--- src/rtl/crcfr_pkg.sv ---
// ----------------------------------------------------------------------------
// crcfr_pkg
// Shared constants, types and the CRC-8 step for the framed packet receiver.
// ----------------------------------------------------------------------------
package crcfr_pkg;

    localparam int STORE_DEPTH = 64;
    localparam int STORE_AW    = $clog2(STORE_DEPTH);

    localparam int BYTE_W = 8;
    localparam int TIME_W = 32;
    localparam int POS_W  = 6;
    localparam int LEN_W  = 7;
    localparam int MAXP_W = 6;

    localparam logic [LEN_W-1:0]  HEAD_BYTES     = 7'd3;
    localparam logic [LEN_W-1:0]  OVERHEAD_BYTES = 7'd4;
    localparam logic [BYTE_W-1:0] CRC_POLY       = 8'h07;
    localparam logic [BYTE_W-1:0] CRC_TOP        = 8'h80;

    localparam logic [BYTE_W-1:0] START_BYTE_RST  = 8'd165;
    localparam logic [MAXP_W-1:0] MAX_PAYLOAD_RST = 6'd60;
    localparam logic [BYTE_W-1:0] GAP_TIMEOUT_RST = 8'd10;

    typedef enum logic [1:0] {
        CFG_START_BYTE  = 2'd0,
        CFG_MAX_PAYLOAD = 2'd1,
        CFG_GAP_TIMEOUT = 2'd2
    } t_cfg_idx;

    typedef enum logic [3:0] {
        ST_IDLE = 4'b0001,
        ST_READ = 4'b0010,
        ST_LOAD = 4'b0100,
        ST_ERR  = 4'b1000
    } t_state;

    // One byte of CRC-8, MSB first.
    function automatic logic [BYTE_W-1:0] crc8_update(input logic [BYTE_W-1:0] crc,
                                                      input logic [BYTE_W-1:0] data);
        logic [BYTE_W-1:0] c;
        c = crc ^ data;
        for (int b = 0; b < BYTE_W; b++) begin
            if ((c & CRC_TOP) != '0) begin
                c = (c << 1) ^ CRC_POLY;
            end else begin
                c = c << 1;
            end
        end
        return c;
    endfunction

endpackage

--- src/rtl/crcfr_in_if.sv ---
// ----------------------------------------------------------------------------
// crcfr_in_if
// Receive byte channel: one received byte and its millisecond timestamp.
// ----------------------------------------------------------------------------
interface crcfr_in_if;
    import crcfr_pkg::*;

    logic              valid;
    logic              ready;
    logic [BYTE_W-1:0] rx_byte;
    logic [TIME_W-1:0] arrival_time;

    modport source (output valid, output rx_byte, output arrival_time, input ready);
    modport sink   (input valid, input rx_byte, input arrival_time, output ready);
endinterface

--- src/rtl/crcfr_out_if.sv ---
// ----------------------------------------------------------------------------
// crcfr_out_if
// Frame channel: one byte of a checked frame, or a single CRC error beat.
// ----------------------------------------------------------------------------
interface crcfr_out_if;
    import crcfr_pkg::*;

    logic              valid;
    logic              ready;
    logic [BYTE_W-1:0] frame_byte;
    logic [POS_W-1:0]  byte_position;
    logic [LEN_W-1:0]  frame_length;
    logic              last_of_frame;
    logic              crc_mismatch;

    modport source (output valid, output frame_byte, output byte_position,
                    output frame_length, output last_of_frame, output crc_mismatch,
                    input ready);
    modport sink   (input valid, input frame_byte, input byte_position,
                    input frame_length, input last_of_frame, input crc_mismatch,
                    output ready);
endinterface

--- src/rtl/crc8_framed_packet_receiver_unit.sv ---
// ----------------------------------------------------------------------------
// crc8_framed_packet_receiver_unit
// Assembles start/header/length/payload/CRC-8 frames from timestamped bytes.
// ----------------------------------------------------------------------------
// The input channel carries one received byte and its millisecond timestamp
// per beat. Bytes are written into a 64-entry frame store as they arrive, and
// the CRC-8 runs alongside, so a byte that does not end a frame leaves the
// block idle and ready for the next byte.
// When the CRC byte of a frame arrives and matches, the frame is read back
// from the store and sent on the output channel, one beat per byte, with
// last_of_frame on the final one. Each byte goes through a store read
// (ST_READ) and then an output register load (ST_LOAD), and the input is
// held off while the frame drains. A bad CRC gives a single error beat.
// The output has a register of its own: the input is taken again as soon as
// the final beat is loaded, even while that beat waits for the receiver.
// If the receiver stalls, readout waits on the output register and resumes
// when it is taken; no beat is lost or repeated.
// The configuration port takes start_byte, max_payload and gap_timeout; the
// user must write it only while the block is idle, which the block does not
// enforce. Synchronous reset returns them to 165, 60 and 10 and drops any
// partial frame; the store needs no clearing: only the current frame is read.
// ----------------------------------------------------------------------------
module crc8_framed_packet_receiver_unit (
    input  logic        i_clk,
    input  logic        i_rst_n,
    crcfr_in_if.sink    i_in,
    crcfr_out_if.source o_out,
    input  logic        i_cfg_we,
    input  logic [1:0]  i_cfg_idx,
    input  logic [7:0]  i_cfg_data
);
    import crcfr_pkg::*;

    // Configuration registers.
    logic [BYTE_W-1:0] r_start_byte;
    logic [MAXP_W-1:0] r_max_payload;
    logic [BYTE_W-1:0] r_gap_timeout;

    // Frame state.
    logic [LEN_W-1:0]  r_fill, n_fill;
    logic [LEN_W-1:0]  r_exp, n_exp;
    logic [TIME_W-1:0] r_last, n_last;
    logic [BYTE_W-1:0] r_crc, n_crc;
    t_state            r_state, n_state;
    logic [STORE_AW-1:0] r_idx, n_idx;
    logic [LEN_W-1:0]  r_len, n_len;

    // Frame store.
    logic [BYTE_W-1:0]   r_store [STORE_DEPTH];
    logic [BYTE_W-1:0]   r_rd_data;
    logic                w_we;
    logic [STORE_AW-1:0] w_waddr;
    logic                w_rd;

    // Output register.
    logic              r_ov, n_ov;
    logic [BYTE_W-1:0] r_obyte, n_obyte;
    logic [POS_W-1:0]  r_opos, n_opos;
    logic [LEN_W-1:0]  r_olen, n_olen;
    logic              r_olast, n_olast;
    logic              r_omm, n_omm;

    logic              w_accept;
    logic              w_out_free;
    logic [TIME_W-1:0] w_delta;
    logic              w_timeout;
    logic [LEN_W-1:0]  w_fill;
    logic [LEN_W-1:0]  w_exp_in;
    logic [LEN_W-1:0]  w_nf;
    logic [LEN_W-1:0]  w_exp_new;
    logic [LEN_W-1:0]  w_idx_next;
    logic [BYTE_W-1:0] w_byte;

    assign i_in.ready          = (r_state == ST_IDLE);
    assign w_accept            = i_in.valid && i_in.ready;
    assign w_out_free          = !r_ov || o_out.ready;
    assign w_byte              = i_in.rx_byte;

    assign o_out.valid         = r_ov;
    assign o_out.frame_byte    = r_obyte;
    assign o_out.byte_position = r_opos;
    assign o_out.frame_length  = r_olen;
    assign o_out.last_of_frame = r_olast;
    assign o_out.crc_mismatch  = r_omm;

    // A partial frame is dropped when the gap since the previous byte is too long.
    assign w_delta    = i_in.arrival_time - r_last;
    assign w_timeout  = (r_fill != '0) && (w_delta > TIME_W'(r_gap_timeout));
    assign w_fill     = w_timeout ? '0 : r_fill;
    assign w_exp_in   = w_timeout ? '0 : r_exp;
    assign w_nf       = w_fill + LEN_W'(1);
    assign w_idx_next = LEN_W'(r_idx) + LEN_W'(1);

    always_comb begin
        n_fill    = r_fill;
        n_exp     = r_exp;
        n_last    = r_last;
        n_crc     = r_crc;
        n_state   = r_state;
        n_idx     = r_idx;
        n_len     = r_len;
        n_ov      = r_ov;
        n_obyte   = r_obyte;
        n_opos    = r_opos;
        n_olen    = r_olen;
        n_olast   = r_olast;
        n_omm     = r_omm;
        w_we      = 1'b0;
        w_waddr   = '0;
        w_rd      = 1'b0;
        w_exp_new = w_exp_in;

        if (r_ov && o_out.ready) begin
            n_ov = 1'b0;
        end

        unique case (r_state)
            ST_IDLE: begin
                if (w_accept) begin
                    n_last = i_in.arrival_time;
                    n_fill = w_fill;
                    n_exp  = w_exp_in;
                    if (w_fill == '0 || (w_fill < HEAD_BYTES && w_byte == r_start_byte)) begin
                        // A start byte opens the frame, or reopens it early on.
                        if (w_byte == r_start_byte) begin
                            w_we   = 1'b1;
                            w_waddr = '0;
                            n_fill = LEN_W'(1);
                            n_exp  = '0;
                            n_crc  = crc8_update('0, w_byte);
                        end
                    end else if (w_fill >= LEN_W'(STORE_DEPTH)) begin
                        n_fill = '0;
                        n_exp  = '0;
                    end else begin
                        w_we    = 1'b1;
                        w_waddr = w_fill[STORE_AW-1:0];
                        if (w_nf == HEAD_BYTES && w_byte > BYTE_W'(r_max_payload)) begin
                            n_fill = '0;
                            n_exp  = '0;
                        end else begin
                            if (w_nf == HEAD_BYTES) begin
                                w_exp_new = LEN_W'(w_byte) + OVERHEAD_BYTES;
                            end
                            n_exp  = w_exp_new;
                            n_fill = w_nf;
                            n_crc  = crc8_update(r_crc, w_byte);
                            if (w_exp_new != '0 && w_nf == w_exp_new) begin
                                // The CRC byte has arrived: check it against the running CRC.
                                n_fill = '0;
                                n_exp  = '0;
                                n_len  = w_exp_new;
                                n_idx  = '0;
                                n_state = (r_crc != w_byte) ? ST_ERR : ST_READ;
                            end
                        end
                    end
                end
            end
            ST_READ: begin
                w_rd    = 1'b1;
                n_state = ST_LOAD;
            end
            ST_LOAD: begin
                if (w_out_free) begin
                    n_ov    = 1'b1;
                    n_obyte = r_rd_data;
                    n_opos  = POS_W'(r_idx);
                    n_olen  = r_len;
                    n_olast = (w_idx_next == r_len);
                    n_omm   = 1'b0;
                    if (w_idx_next == r_len) begin
                        n_state = ST_IDLE;
                    end else begin
                        n_idx   = r_idx + STORE_AW'(1);
                        n_state = ST_READ;
                    end
                end
            end
            ST_ERR: begin
                if (w_out_free) begin
                    n_ov    = 1'b1;
                    n_obyte = '0;
                    n_opos  = '0;
                    n_olen  = '0;
                    n_olast = 1'b1;
                    n_omm   = 1'b1;
                    n_state = ST_IDLE;
                end
            end
            default: begin
                n_state = ST_IDLE;
            end
        endcase
    end

    always_ff @(posedge i_clk) begin
        if (!i_rst_n) begin
            r_start_byte  <= START_BYTE_RST;
            r_max_payload <= MAX_PAYLOAD_RST;
            r_gap_timeout <= GAP_TIMEOUT_RST;
        end else if (i_cfg_we) begin
            unique case (i_cfg_idx)
                CFG_START_BYTE:  r_start_byte  <= i_cfg_data;
                CFG_MAX_PAYLOAD: r_max_payload <= i_cfg_data[MAXP_W-1:0];
                CFG_GAP_TIMEOUT: r_gap_timeout <= i_cfg_data;
                default: begin
                end
            endcase
        end
    end

    always_ff @(posedge i_clk) begin
        if (!i_rst_n) begin
            r_fill  <= '0;
            r_exp   <= '0;
            r_last  <= '0;
            r_state <= ST_IDLE;
            r_ov    <= 1'b0;
        end else begin
            r_fill  <= n_fill;
            r_exp   <= n_exp;
            r_last  <= n_last;
            r_state <= n_state;
            r_ov    <= n_ov;
        end
    end

    always_ff @(posedge i_clk) begin
        r_crc   <= n_crc;
        r_idx   <= n_idx;
        r_len   <= n_len;
        r_obyte <= n_obyte;
        r_opos  <= n_opos;
        r_olen  <= n_olen;
        r_olast <= n_olast;
        r_omm   <= n_omm;
    end

    always_ff @(posedge i_clk) begin
        if (w_we) begin
            r_store[w_waddr] <= w_byte;
        end
        if (w_rd) begin
            r_rd_data <= r_store[r_idx];
        end
    end

`ifndef ASSERT_OFF
    a_fill_bound: assert property (@(posedge i_clk) disable iff (!i_rst_n)
        r_fill <= LEN_W'(STORE_DEPTH))
        else $error("fill count beyond the frame store");

    a_err_beat: assert property (@(posedge i_clk) disable iff (!i_rst_n)
        (o_out.valid && o_out.crc_mismatch) |->
            (o_out.last_of_frame && o_out.frame_length == '0))
        else $error("CRC error beat is malformed");

    a_last_pos: assert property (@(posedge i_clk) disable iff (!i_rst_n)
        (o_out.valid && o_out.last_of_frame && !o_out.crc_mismatch) |->
            (LEN_W'(o_out.byte_position) + LEN_W'(1) == o_out.frame_length))
        else $error("final frame beat at the wrong position");

    a_load_shows: assert property (@(posedge i_clk) disable iff (!i_rst_n)
        (r_state == ST_LOAD && w_out_free) |=> o_out.valid)
        else $error("loaded frame beat not presented");
`endif

endmodule

--- src/flat_wrapper.sv ---
// flat-port wrapper written by rule: the top's interface ports become plain ports
module crc8_framed_packet_receiver_unit_flat import crcfr_pkg::*;
  (i_clk, i_rst_n, i_cfg_we, i_cfg_idx, i_cfg_data, i_in_valid, i_in_rx_byte, i_in_arrival_time, i_in_ready, o_out_valid, o_out_frame_byte, o_out_byte_position, o_out_frame_length, o_out_last_of_frame, o_out_crc_mismatch, o_out_ready);
  crcfr_in_if i_in_i ();
  crcfr_out_if o_out_i ();
  input  logic i_clk;
  input  logic i_rst_n;
  input  logic i_cfg_we;
  input  logic [1:0] i_cfg_idx;
  input  logic [7:0] i_cfg_data;
  input wire logic [$bits(i_in_i.valid)-1:0] i_in_valid;
  input wire logic [$bits(i_in_i.rx_byte)-1:0] i_in_rx_byte;
  input wire logic [$bits(i_in_i.arrival_time)-1:0] i_in_arrival_time;
  output wire logic [$bits(i_in_i.ready)-1:0] i_in_ready;
  output wire logic [$bits(o_out_i.valid)-1:0] o_out_valid;
  output wire logic [$bits(o_out_i.frame_byte)-1:0] o_out_frame_byte;
  output wire logic [$bits(o_out_i.byte_position)-1:0] o_out_byte_position;
  output wire logic [$bits(o_out_i.frame_length)-1:0] o_out_frame_length;
  output wire logic [$bits(o_out_i.last_of_frame)-1:0] o_out_last_of_frame;
  output wire logic [$bits(o_out_i.crc_mismatch)-1:0] o_out_crc_mismatch;
  input wire logic [$bits(o_out_i.ready)-1:0] o_out_ready;
  assign i_in_i.valid = i_in_valid;
  assign i_in_i.rx_byte = i_in_rx_byte;
  assign i_in_i.arrival_time = i_in_arrival_time;
  assign i_in_ready = i_in_i.ready;
  assign o_out_valid = o_out_i.valid;
  assign o_out_frame_byte = o_out_i.frame_byte;
  assign o_out_byte_position = o_out_i.byte_position;
  assign o_out_frame_length = o_out_i.frame_length;
  assign o_out_last_of_frame = o_out_i.last_of_frame;
  assign o_out_crc_mismatch = o_out_i.crc_mismatch;
  assign o_out_i.ready = o_out_ready;
  crc8_framed_packet_receiver_unit u_core (.i_clk(i_clk), .i_rst_n(i_rst_n), .i_in(i_in_i), .o_out(o_out_i), .i_cfg_we(i_cfg_we), .i_cfg_idx(i_cfg_idx), .i_cfg_data(i_cfg_data));
endmodule
--- config.mk ---
export PLATFORM = sky130hd
export DESIGN_NAME = crc8_framed_packet_receiver_unit_flat
export DESIGN_NICKNAME = d
export VERILOG_FILES = /design/src/rtl/crcfr_pkg.sv /design/src/rtl/crcfr_in_if.sv /design/src/rtl/crcfr_out_if.sv /design/src/rtl/crc8_framed_packet_receiver_unit.sv /design/src/flat_wrapper.sv
export SDC_FILE = /design/constraint.sdc
export NUM_CORES = 1
export LEC_CHECK = 0
export ABC_AREA = 0
export BUFFER_PORTS_ARGS = -buffer_cell sky130_fd_sc_hd__buf_2
export CAP_MARGIN = 0
export CELL_PAD_IN_SITES_DETAIL_PLACEMENT = 0
export CELL_PAD_IN_SITES_GLOBAL_PLACEMENT = 1
export CORE_MARGIN = 1.5
export CORE_UTILIZATION = 29
export CTS_BUF_LIST = sky130_fd_sc_hd__clkbuf_16
export DETAILED_ROUTE_END_ITERATION = 16
export GPL_TIMING_DRIVEN = 1
export PLACE_DENSITY = 0.51
export SETUP_SLACK_MARGIN = 0.02
export SLEW_MARGIN = 20
export SYNTH_ARGS = -nofsm -noshare
export SYNTH_HDL_FRONTEND = slang
export SYNTH_SLANG_ARGS = --single-unit
--- constraint.sdc ---
create_clock -name i_clk -period 10.95 [get_ports i_clk]
set_clock_uncertainty 0.1 [all_clocks]
set_input_delay 1.095 -clock i_clk [delete_from_list [all_inputs] [get_ports i_clk]]
set_output_delay 1.095 -clock i_clk [all_outputs]
set_load 0.05 [all_outputs]
==> results of run 1 <==
==> layout make-up <==
| class | instances | area [um^2] |
|---|---|---|
| clock buffer | 73 | 1830 |
| clock inverter | 57 | 417 |
| fill | 9474 | 64400 |
| inverter | 73 | 274 |
| multi-input combinational | 1070 | 9440 |
| sequential | 637 | 18400 |
| tap | 1276 | 1600 |
| timing repair buffer | 106 | 623 |
==> through the flow <==
step	hold slack [ns]	total power, mW	setup slack, ns	cell area, um^2	cells
after global placement	0.342	3.02	1.01	30300	3162
after global routing	0.373	5.44	0.809	32600	3292
after detailed placement	0.348	3.02	0.965	30300	3162
final	0.354	5.25	1.61	32600	3292
after floorplan	0.336	2.89	2.33	28400	1875
after CTS	0.357	5.32	1.61	32600	3292
==> logic make-up after synthesis <==
group	Yosys count
flip-flops	637
XOR/XNOR	74
AND/OR/NAND/NOR	482
multiplexers	197
buffers and inverters	168
adder cells (fa/ha/maj)	57
AO/OA/AOI/OAI	260
==> worst max-delay path, delay by kind of cell <==
kind                       cells  cell delay [ns]
AOI/OAI and AO/OA              6             1.25
xor gates and xnor gates       2             0.43
adders and majority gates      4             1.34
buffers and inverters          3             0.29
muxes                          1             0.35
and+or+nand+nor               15             4.76
==> flip-flops by register name, summed over array words and instances (netlist names), 8 cells and up <==
name,cells
u_core.o_out.frame_byte,8
u_core.r_crc,8
u_core.r_gap_timeout,8
u_core.r_last,32
u_core.r_rd_data,8
u_core.r_start_byte,8
u_core.r_store,512
==> layout by cell type (no fill, tap or decap), types with 6 or more instances in the layout <==
cell type	count
xor2_1	14
clkinv_1	19
buf_2	79
nand3_1	25
nand2_1	163
o21ai_0	48
nand4_1	21
or2_2	10
and2_1	7
ha_1	56
a31oi_1	7
dfxtp_1	73
o22ai_1	8
edfxtp_1	564
nand2b_1	13
clkinv_2	12
or3_1	7
o21a_1	9
inv_1	84
o21ai_1	8
mux2i_1	25
a211oi_1	9
nor2b_1	29
nor3_1	18
nor4_1	11
clkbuf_16	73
mux4_2	168
nor2_1	145
buf_4	25
a22o_1	6
xnor2_1	60
a21o_1	14
a21oi_1	86
a22oi_1	6
==> layer usage <==
layer | part of all wire [%] | vias to the layer above
li1 | - | 7441
met1 | 44 | 8472
met2 | 51 | 316
met3 | 3.3 | 104
met4 | 2.0 | 0
met5 | 0 | -
==> worst paths after layout <==
path | from | end | slack, ns | cells past startpoint
min reg2reg | u_core.r_last[7]$_SDFFE_PN0P_ | u_core.r_last[7]$_SDFFE_PN0P_ | 0.35 | 2
max | i_in_arrival_time[0] | u_core.r_idx[1]$_SDFFCE_PP0P_ | 1.61 | 31
min | u_core.r_last[7]$_SDFFE_PN0P_ | u_core.r_last[7]$_SDFFE_PN0P_ | 0.35 | 2
max reg2reg | u_core.r_last[0]$_SDFFE_PN0P_ | u_core.r_idx[1]$_SDFFCE_PP0P_ | 1.94 | 29
==> power groups by stage <==
stage | clock network, mW | logic (mW) | registers, mW
floorplan | 0 | 0.183 | 2.70
global placement | 0 | 0.317 | 2.70
detailed placement | 0 | 0.315 | 2.71
CTS | 2.35 | 0.317 | 2.65
global route | 2.44 | 0.347 | 2.65
finish | 2.29 | 0.313 | 2.65
==> impl_results.rst, run 1 <==
.. list-table::
   :header-rows: 1

   * - Metric
     - Value
   * - Most used routing layer
     - met2
   * - Effective utilization at floorplan
     - ~29%
   * - Xor and xnor area share after synthesis
     - about 2.3%
   * - Most frequently used flop master after synthesis
     - edfxtp_1
   * - RePlAce Congestion
     - between 0.9 and 1
   * - Post-synthesis sequential area ratio
     - roughly 65%
   * - Unrepaired setup endpoints after global routing
     - false
   * - Final number of hold-violating endpoints
     - 0
   * - Detailed Route Iter0 Violations
     - between 1k and 1.5k
   * - Placement row count
     - around 110
   * - Number of sinks on the clock net
     - about 640
   * - DPL Wire Length
     - 51.6 mm
   * - Final-report setup violation count
     - 0
   * - Number of nets in the layout
     - roughly 2.1k
   * - Compound-cell area share of the yosys netlist
     - 5.86%
   * - Number of synthesized register bits
     - 637
   * - VDD IR max
     - 0.129 mV
   * - Largest net degree at the start of global routing
     - approximately 130
   * - Reg power frac
     - roughly 50%
   * - Upper clock frequency limit
     - 107 MHz
   * - Setup total negative slack
     - 0 ns
   * - Width of the chip
     - approximately 320 um
   * - Ratio of total power to cell area
     - roughly 160 mW/mm^2
   * - Placeable core region
     - 0.0970 mm^2
   * - DRC viols
     - 0
   * - Sw frac
     - about a quarter
   * - Via density per instance
     - just under 5
   * - Clock latency of the later-clocked register in the worst-skew pair
     - between 0.6 and 0.7 ns
   * - CTS Root Cell
     - clkbuf_16
   * - Share of the clock period used by the worst path
     - 85.3%
   * - Category of the most critical setup path
     - in2reg
   * - Worst min path class
     - reg2reg
   * - Comb pwr share
     - 6.0%
   * - DRT Pass-1 Iters
     - 5
   * - Cell types with the largest area share after synthesis
     - edfxtp_1 (60%), mux4_2 (13%), dfxtp_1 (5.1%)
   * - Worst path required time
     - ~11 ns
   * - Combinational family with the most area after synthesis
     - multiplexers
   * - Adder-cell area share of the yosys netlist
     - 2.53%
   * - H-tree depth reported by CTS
     - 3
   * - Total CTS buffers
     - between 70 and 80
   * - Number of instances in the synthesized netlist
     - 1875
   * - Unique masters post-synth
     - 77
   * - Critical Path Slowest Stage Cell
     - nor4_4
   * - Vias in the first global route
     - roughly 17k
   * - Wirelength, routed
     - 78.4 mm
   * - Mapped Avg Cell Area
     - between 15 and 20 um^2
   * - Area growth, synth to finish
     - 14.5%
   * - Final Slew Violations
     - 0
   * - Congestion Overflow GR
     - 0
   * - Worst Tran Pin Value
     - approximately 0.93 ns
   * - GR Util met2
     - between 20 and 30%
   * - Critical path fanouts, max
     - 13
   * - Cts repair resizes
     - 0
   * - Global routing met1 resource utilization
     - 20.4%
   * - Syn Std Cell Area
     - about 0.028 mm^2
   * - Synth Net Count
     - about 2.0k
   * - Clock power share
     - 43.5%
   * - Leading post-synthesis cells by instance count
     - edfxtp_1 (564), mux4_2 (168), nand2_1 (163), nor2_1 (146), a21oi_1 (86)
   * - Cts-stage hold buffer count
     - 0
   * - Fraction of final layout cells sized beyond drive strength 1
     - about a fifth
   * - Fraction of synthesis flops using an asynchronous set or reset pin
     - 0%
   * - First-pass GRT wire length
     - roughly 120 mm
   * - Remaining antenna violation count
     - 0
   * - Area share of the largest cell type after synthesis
     - between 50% and 60%
   * - Share of cell area taken by muxes after synthesis
     - 14.4%
   * - Max-Slew Margin vs Limit
     - between 30% and 40%
   * - Most frequently used cell type in the post-synthesis netlist
     - edfxtp_1
   * - Synth Area in Simple Gates
     - under 10%
   * - Slowest Stage Delay on Critical Path
     - ~0.7 ns
   * - Yosys synthesis warning count
     - 0
   * - Global routing met3 resource utilization
     - around 2.3%
   * - Number of I/O port buffers
     - 79
   * - Worst setup SP type
     - input port
   * - Maximum root-to-sink buffer count
     - 3
   * - Antenna cells
     - 0
   * - CTS tree
     - built
   * - Per-cell routed wire length
     - 23.8 um
   * - Cell leakage power
     - 10.3 nW
   * - Switching power
     - 1.23 mW
   * - EDFF count, synth
     - about 560
   * - Cell accounting for the most synthesized area
     - edfxtp_1
   * - Floorplan die area
     - 0.100 mm^2
   * - Overall via count from detail_route
     - ~16k
   * - Cell internal power dissipation
     - roughly 4 mW
   * - Vertical die dimension
     - around 320 um
   * - # Max-Cap Violations
     - 0
   * - Final core occ
     - 33.6%
   * - Number of antenna violations at the first check in global routing
     - 4
   * - Number of post-CTS setup repair buffers
     - 0
   * - Total routing resource utilization after global routing
     - between 15 and 20%
   * - Clock period minus final worst setup slack
     - between 9 and 10 ns
   * - Result of the run
     - finished clean
   * - Boundary pin count
     - 80
   * - Arrival time at the worst endpoint
     - 9.53 ns
   * - Clock transition time at the flip-flop clock pins of the worst setup and hold paths
     - 0.06 ns
   * - Category of the worst setup path capture point
     - flop
Note: power is estimated with default switching activity, not from simulation.
==> run 2: changes to the inputs <==
--- a/config.mk
+++ b/config.mk
@@ -14,7 +14,7 @@
 export CORE_UTILIZATION = 29
 export CTS_BUF_LIST = sky130_fd_sc_hd__clkbuf_16
 export DETAILED_ROUTE_END_ITERATION = 16
-export GPL_TIMING_DRIVEN = 1
+export GPL_TIMING_DRIVEN = 0
 export PLACE_DENSITY = 0.51
 export SETUP_SLACK_MARGIN = 0.02
 export SLEW_MARGIN = 20
==> run 2 against run 1 <==
Against the previous run: core utilization up 0.35 points; flip-flop and latch count unchanged; maximum frequency shrank 7.7%; clock power increased by 7%; setup slack worse by 0.78 ns.
==> impl_results.rst, run 2 (same netlist as run 1, synthesis figures left out) <==
.. list-table::
   :header-rows: 1

   * - Metric
     - Value
   * - Area growth, synth to finish
     - 15.7%
   * - Layout fillers
     - 9526
   * - Number of post-CTS setup repair buffers
     - 0
   * - Switching power
     - around 1.2 mW
   * - Cell internal power dissipation
     - around 4.2 mW
   * - Per-cell routed wire length
     - roughly 23 um
   * - End of the worst hold path
     - u_core.r_last[10]$_SDFFE_PN0P_
   * - Cell leakage power
     - 10.4 nW
   * - CTS tree
     - built
   * - Comb pwr share
     - under 10%
   * - Final-report setup violation count
     - 0
   * - Register bank with the most flops
     - u_core.r_store
   * - Power Total
     - between 5 and 6 mW
   * - DPL Wire Length
     - between 50 and 60 mm
   * - Worst-case reg-to-reg path depth
     - 31
   * - Largest net degree at the start of global routing
     - a little over 70
   * - Worst reg2reg path endpoint
     - u_core.r_idx[4]$_SDFFCE_PP0P_
   * - Maximum root-to-sink buffer count
     - 3
   * - Congestion Overflow GR
     - 0
   * - Floorplan die area
     - between 0.09 and 0.1 mm^2
   * - Clock transition time at the flip-flop clock pins of the worst setup and hold paths
     - around 0.060 ns
   * - Max reg flops
     - between 500 and 600
   * - Worst setup SP type
     - input port
   * - Cts repair resizes
     - 0
   * - Total routing resource utilization after global routing
     - 15.8%
   * - WP buf/inv
     - 5
   * - Upper clock frequency limit
     - ~99 MHz
   * - Detailed Route Iter0 Violations
     - roughly 1.2k
   * - Setup total negative slack
     - 0 ns
   * - Number of sinks on the clock net
     - roughly 640
   * - Ratio of total power to cell area
     - 164 mW/mm^2
   * - Total CTS buffers
     - 73
   * - Vias in the first global route
     - approximately 17k
   * - Slowest Stage Delay on Critical Path
     - 0.74 ns
   * - Startpoint of the worst-slack reg-to-reg timing path
     - u_core.r_last[0]$_SDFFE_PN0P_
   * - Arrival time at the worst endpoint
     - 10.30 ns
   * - DRT Pass-1 Iters
     - 5
   * - Cts-stage hold buffer count
     - 0
   * - CTS Root Cell
     - clkbuf_16
   * - Category of the worst setup path capture point
     - flop
   * - Category of the most critical setup path
     - in2reg
   * - Number of antenna violations at the first check in global routing
     - 8
   * - Number of nets in the layout
     - 2146
   * - Commonest non-fill, non-tap cell in the layout
     - edfxtp_1
   * - Clock latency of the later-clocked register in the worst-skew pair
     - ~0.63 ns
   * - Overall via count from detail_route
     - about 17k
   * - Unrepaired setup endpoints after global routing
     - false
   * - Final number of hold-violating endpoints
     - 0
   * - Sw frac
     - 22.9%
   * - Boundary pin count
     - 80
   * - Hold path startpoint
     - u_core.r_last[10]$_SDFFE_PN0P_
   * - Number of I/O port buffers
     - 78
   * - DRC viols
     - 0
   * - Fraction of final layout cells sized beyond drive strength 1
     - a little under a fifth
   * - Reg power frac
     - between 40% and 50%
   * - Worst min path class
     - reg2reg
   * - Largest regs
     - u_core.r_store: 512 flops, u_core.r_last: 32 flops
   * - Width of the chip
     - approximately 320 um
   * - Share of the clock period used by the worst path
     - about 92%
   * - Clock power share
     - between 40% and 50%
   * - Setup slack, reg-to-reg
     - between 1 and 1.5 ns
   * - H-tree depth reported by CTS
     - 3
   * - Antenna cells
     - 0
   * - Remaining antenna violation count
     - 0
   * - Sequential standard cell area
     - between 0.015 and 0.02 mm^2
   * - VDD IR max
     - around 0.092 mV
   * - Clock period minus final worst setup slack
     - around 10 ns
   * - Wirelength, routed
     - just under 80 mm
   * - Vertical die dimension
     - approximately 320 um
   * - Category of cells accounting for the largest share of critical-path delay
     - simple AND/OR/NAND/NOR gates
   * - Via density per instance
     - a little under 5
   * - # Max-Cap Violations
     - 0
   * - First-pass GRT wire length
     - around 120 mm
   * - Effective utilization at floorplan
     - between 20% and 30%
   * - Worst Tran Pin Value
     - around 1.1 ns
   * - Result of the run
     - finished clean
   * - Placement row count
     - around 110
   * - Commonest cells after routing, fill and taps aside
     - edfxtp_1 (564), mux4_2 (168), nand2_1 (163)
   * - Critical Path Slowest Stage Cell
     - nor4_4
   * - Worst path required time
     - 11.13 ns
   * - Max-Slew Margin vs Limit
     - 29.2%
   * - Critical path fanouts, max
     - 10
   * - Cell depth of the worst min-delay path
     - 2
   * - Multi-input gate area in the final layout
     - roughly 0.0094 mm^2
   * - Final Slew Violations
     - 0
   * - Placeable core region
     - 0.0970 mm^2
   * - RePlAce Congestion
     - approximately 0.84
## run 2: cell types whose count changed in the layout (fill, tap and decap cells not counted), moves of 5 or more
cell,before,now
inv_1,84,78
clkinv_1,19,14
buf_4,25,8
clkbuf_1,0,65
bufinv_16,2,8
buf_1,0,23
## run 2: cell type report
cell class | count | area share [%]
clock inverters | 57 | 1.68
inverters | 73 | 0.833
plain buffers | 95 | 1.11
flip-flops and latches | 637 | 55.9
clock buffers | 73 | 5.55
repair buffers | 84 | 1.47
multi-input cells | 1070 | 28.6
well taps | 1276 | 4.85
## run 2: worst max-delay path by stage
stage / from / cells after the start / slack, ns / to
after floorplan: i_in_arrival_time[0] / 32 / 2.33 / u_core.r_idx[0]$_SDFFCE_PP0P_
after global placement: i_in_arrival_time[0] / 33 / 0.13 / u_core.r_idx[4]$_SDFFCE_PP0P_
after detailed placement: i_in_arrival_time[0] / 33 / 0.16 / u_core.r_idx[3]$_SDFFCE_PP0P_
after CTS: i_in_arrival_time[0] / 32 / 0.79 / u_core.r_idx[4]$_SDFFCE_PP0P_
after global routing: i_in_arrival_time[0] / 32 / 0.04 / u_core.r_idx[5]$_SDFFCE_PP0P_
final: i_in_arrival_time[0] / 33 / 0.83 / u_core.r_idx[4]$_SDFFCE_PP0P_
## run 2: metal layers
layer / up-vias / track usage (%) / share of wire [%]
met5: - / 0 / 0.032
li1: 7604 / - / -
met1: 8555 / 20.6 / 43
met3: 128 / 2.88 / 4.6
met2: 406 / 26.6 / 49
met4: 4 / 5.15 / 3.0
## run 2: worst register-to-register path: cells and delay by family (launching register included)
family	cells	cell delay, ns
adders and majority gates	4	1.08
xor gates and xnor gates	2	0.56
buffers and inverters	3	0.78
and+or+nand+nor	15	5.18
AOI/OAI and AO/OA	6	1.24
muxes	1	0.23
DFF	1	0.31
## run 2: metrics by stage
step | hold WS [ns] | setup WS [ns] | cells | util, % | area, um^2
finish | 0.352 | 0.829 | 3365 | 33.9 | 32900
global placement | 0.342 | 0.134 | 3229 | 31.4 | 30400
floorplan | 0.336 | 2.33 | 1875 | - | 28400
detailed placement | 0.347 | 0.156 | 3234 | 31.5 | 30500
CTS | 0.355 | 0.792 | 3364 | 33.9 | 32900
global route | 0.371 | 0.0425 | 3365 | 33.9 | 32900
## run 2: power groups by stage
stage	combinational (mW)	clock [mW]	sequential (mW)
floorplan	0.183	0	2.70
global placement	0.302	0	2.71
detailed placement	0.305	0	2.71
CTS	0.306	2.51	2.65
global route	0.340	2.60	2.65
finish	0.303	2.45	2.65
==> run 3: changes to the inputs <==
--- a/config.mk
+++ b/config.mk
@@ -5,17 +5,17 @@
 export SDC_FILE = /design/constraint.sdc
 export NUM_CORES = 1
 export LEC_CHECK = 0
-export ABC_AREA = 0
+export ABC_AREA = 1
 export BUFFER_PORTS_ARGS = -buffer_cell sky130_fd_sc_hd__buf_2
 export CAP_MARGIN = 0
 export CELL_PAD_IN_SITES_DETAIL_PLACEMENT = 0
 export CELL_PAD_IN_SITES_GLOBAL_PLACEMENT = 1
-export CORE_MARGIN = 1.5
+export CORE_MARGIN = 4
 export CORE_UTILIZATION = 29
 export CTS_BUF_LIST = sky130_fd_sc_hd__clkbuf_16
 export DETAILED_ROUTE_END_ITERATION = 16
 export GPL_TIMING_DRIVEN = 0
-export PLACE_DENSITY = 0.51
+export PLACE_DENSITY = 0.53
 export SETUP_SLACK_MARGIN = 0.02
 export SLEW_MARGIN = 20
 export SYNTH_ARGS = -nofsm -noshare
==> run 3 against run 2 <==
Against the previous run: worst hold slack improved by 0.0012 ns; flip-flop and latch count is the same; non-clock buffer count rose by 33; sequential share of layout area is 1.3 points lower; global-route usage up 3.3 points; register-to-register slack better by 2.8 ns; die area grew 5.0%; combinational power up 95%; largest cell class unchanged; largest power group unchanged; highest routed layer unchanged.
==> impl_results.rst, run 3 <==
.. list-table::
   :header-rows: 1

   * - Metric
     - Value
   * - DRC viols
     - 0
   * - Congestion Overflow GR
     - 0
   * - Clock transition time at the flip-flop clock pins of the worst setup and hold paths
     - roughly 0.060 ns
   * - Yosys synthesis warning count
     - 0
   * - First-pass GRT wire length
     - 146 mm
   * - Critical Path Source
     - i_in_arrival_time[0]
   * - Clock latency of the later-clocked register in the worst-skew pair
     - roughly 0.63 ns
   * - Upper clock frequency limit
     - 137 MHz
   * - Number of antenna violations at the first check in global routing
     - 9
   * - Post-synthesis sequential area ratio
     - a little under two thirds
   * - Critical path fanouts, max
     - 10
   * - Final number of hold-violating endpoints
     - 0
   * - Startpoint of the worst-slack reg-to-reg timing path
     - u_core.r_last[0]$_SDFFE_PN0P_
   * - Result of the run
     - finished clean
   * - Cts-stage hold buffer count
     - 0
   * - Commonest cells after routing, fill and taps aside
     - edfxtp_1 (564), nand2_1 (506), a21oi_1 (337)
   * - Max reg flops
     - between 500 and 600
   * - Final Slew Violations
     - 0
   * - Per-cell routed wire length
     - 24.1 um
   * - Fraction of synthesis flops using an asynchronous set or reset pin
     - 0%
   * - Placeable core region
     - 0.0987 mm^2
   * - Vertical die dimension
     - approximately 320 um
   * - Unrepaired setup endpoints after global routing
     - false
   * - Cell accounting for the most synthesized area
     - edfxtp_1
   * - Mapped Avg Cell Area
     - roughly 11 um^2
   * - Number of synthesized register bits
     - around 640
   * - Unique masters post-synth
     - between 50 and 60
   * - Via density per instance
     - 5.02
   * - Synth Net Count
     - approximately 2.8k
   * - Largest regs
     - u_core.r_store: 512 flops, u_core.r_last: 32 flops
   * - Total CTS buffers
     - 74
   * - Largest net degree at the start of global routing
     - ~70
   * - Detailed Route Iter0 Violations
     - 1879
   * - Arrival time at the worst endpoint
     - approximately 7.5 ns
   * - Commonest non-fill, non-tap cell in the layout
     - edfxtp_1
   * - Finished Cell Area
     - around 0.034 mm^2
   * - Clock period minus final worst setup slack
     - about 7.3 ns
   * - Cts repair resizes
     - 0
   * - Area share of the largest cell type after synthesis
     - between 50% and 60%
   * - Category of the worst setup path capture point
     - flop
   * - Fraction of final layout cells sized beyond drive strength 1
     - 10.5%
   * - Floorplan die area
     - around 0.10 mm^2
   * - Worst Setup EP
     - u_core.r_store[1][4]$_DFFE_PP_
   * - Most frequently used cell type in the post-synthesis netlist
     - edfxtp_1
   * - CTS Root Cell
     - clkbuf_16
   * - Antenna cells
     - 0
   * - Setup total negative slack
     - 0 ns
   * - Number of sinks on the clock net
     - roughly 640
   * - DRT Pass-1 Iters
     - 5
   * - Total routing resource utilization after global routing
     - about a fifth
   * - Most frequently used flop master after synthesis
     - edfxtp_1
   * - Leading post-synthesis cells by instance count
     - edfxtp_1 (564), nand2_1 (506), a21oi_1 (337), inv_1 (238), nor2_1 (187)
   * - Crit path top cell by count
     - nand2_1
   * - Number of instances in the synthesized netlist
     - 2705
   * - Width of the chip
     - 324 um
   * - Slowest Stage Delay on Critical Path
     - between 0.9 and 1 ns
   * - Effective utilization at floorplan
     - between 20% and 30%
   * - Cell types with the largest area share after synthesis
     - edfxtp_1 (58%), nand2_1 (6.6%), a21oi_1 (5.8%)
   * - Wirelength, routed
     - 101 mm
   * - Cell leakage power
     - approximately 12 nW
   * - DPL Wire Length
     - about 73 mm
   * - Cell area reported after detailed placement
     - approximately 0.031 mm^2
   * - VDD IR max
     - 0.114 mV
   * - Number of post-CTS setup repair buffers
     - 0
   * - Maximum root-to-sink buffer count
     - 3
   * - Worst path required time
     - approximately 11 ns
   * - Share of the clock period used by the worst path
     - 66.7%
   * - RePlAce Congestion
     - 0.871
   * - CTS tree
     - built
   * - Number of nets in the layout
     - 2979
   * - Category of the most critical setup path
     - in2reg
   * - Register bank with the most flops
     - u_core.r_store
   * - Area growth, synth to finish
     - 16.3%
   * - Setup slack, reg-to-reg
     - about 4 ns
   * - H-tree depth reported by CTS
     - 3
   * - Worst-case reg-to-reg path depth
     - 33
   * - Max-Slew Margin vs Limit
     - ~22%
   * - Placement row count
     - 115
   * - Ratio of total power to cell area
     - about 170 mW/mm^2
   * - Remaining antenna violation count
     - 0
   * - Boundary pin count
     - 80
   * - Worst Tran Pin Value
     - around 1.2 ns
   * - Final-report setup violation count
     - 0
   * - Syn Std Cell Area
     - 0.0290 mm^2
   * - Worst setup SP type
     - input port
   * - Worst min path class
     - reg2reg
   * - Critical Path Slowest Stage Cell
     - nor2_1
   * - EDFF count, synth
     - 564
   * - Number of I/O port buffers
     - between 70 and 80
   * - Worst reg2reg path endpoint
     - u_core.r_store[1][4]$_DFFE_PP_
   * - # Max-Cap Violations
     - 0
   * - Vias in the first global route
     - around 21k
   * - Overall via count from detail_route
     - roughly 21k
[run 3: changes by cell type after synthesis, moves of 16 or more]
cell	delta
mux4_2	-168
nand2_2	+16
xnor2_1	-34
inv_1	+165
o221ai_1	+124
mux2i_1	-25
nand2_1	+343
inv_2	+22
clkbuf_1	+35
a21oi_1	+251
o21ai_0	+93
nand3_1	+97
nor2_1	+41
nor2b_1	-29
[run 3: report_power, final]
group | leakage (nW) | internal [mW] | switching [mW]
combinational | 5.37 | 0.185 | 0.406
clock | 1.27 | 1.51 | 1.02
sequential | 5.68 | 2.67 | 0.0117
[run 3: critical path, delay by kind of cell]
family / cells / cell delay (ns)
xor gates and xnor gates: 1 / 0.12
and+or+nand+nor: 22 / 3.73
buffers and inverters: 7 / 1.07
AOI/OAI and AO/OA: 1 / 0.15
adders and majority gates: 4 / 1.23
[run 3: metal layers]
metal,part of all wire [%],track usage (%)
met1,44,25.0
met2,49,33.4
met3,4.3,2.45
met4,2.8,5.39
met5,0.013,0
[run 3: cell type report]
class / instances / area (um^2)
inverters: 266 / 998
fillers: 10100 / 65000
plain buffers: 126 / 510
clock inverters: 60 / 592
flip-flops and latches: 637 / 18400
repair buffers: 86 / 584
multi-input cells: 1676 / 9120
clock buffers: 75 / 1880
well taps: 1287 / 1610
[run 3: how the worst min path moves through the flow]
stage	depth (start not counted)	endpoint	startpoint	slack, ns
global route	2	u_core.r_last[14]$_SDFFE_PN0P_	u_core.r_last[14]$_SDFFE_PN0P_	0.37
floorplan	2	u_core.r_gap_timeout[2]$_SDFFE_PN0P_	u_core.r_gap_timeout[2]$_SDFFE_PN0P_	0.33
global placement	2	u_core.r_last[16]$_SDFFE_PN0P_	u_core.r_last[16]$_SDFFE_PN0P_	0.34
detailed placement	2	u_core.r_last[17]$_SDFFE_PN0P_	u_core.r_last[17]$_SDFFE_PN0P_	0.35
CTS	2	u_core.r_last[13]$_SDFFE_PN0P_	u_core.r_last[13]$_SDFFE_PN0P_	0.36
finish	2	u_core.r_last[15]$_SDFFE_PN0P_	u_core.r_last[15]$_SDFFE_PN0P_	0.35
[run 3: stage by stage]
stage	utilization (%)	setup slack [ns]	instances	hold WS [ns]	power, mW
2_1_floorplan	-	4.62	2705	0.333	3.12
3_3_place_gp	31.4	2.89	4070	0.344	3.33
3_5_place_dp	31.6	2.94	4078	0.352	3.33
4_1_cts	34.1	3.58	4213	0.360	5.86
5_1_grt	34.1	3.14	4213	0.375	6.03
6_report	34.1	3.64	4213	0.354	5.80
[run 3: logic make-up after synthesis]
logic type	after synthesis	synth area share [%]
compound gates	633	12.8
xor+xnor	55	1.66
fa+ha+maj	57	2.49
buf+inv	392	5.21
flops	637	63.5
simple gates	931	14.3
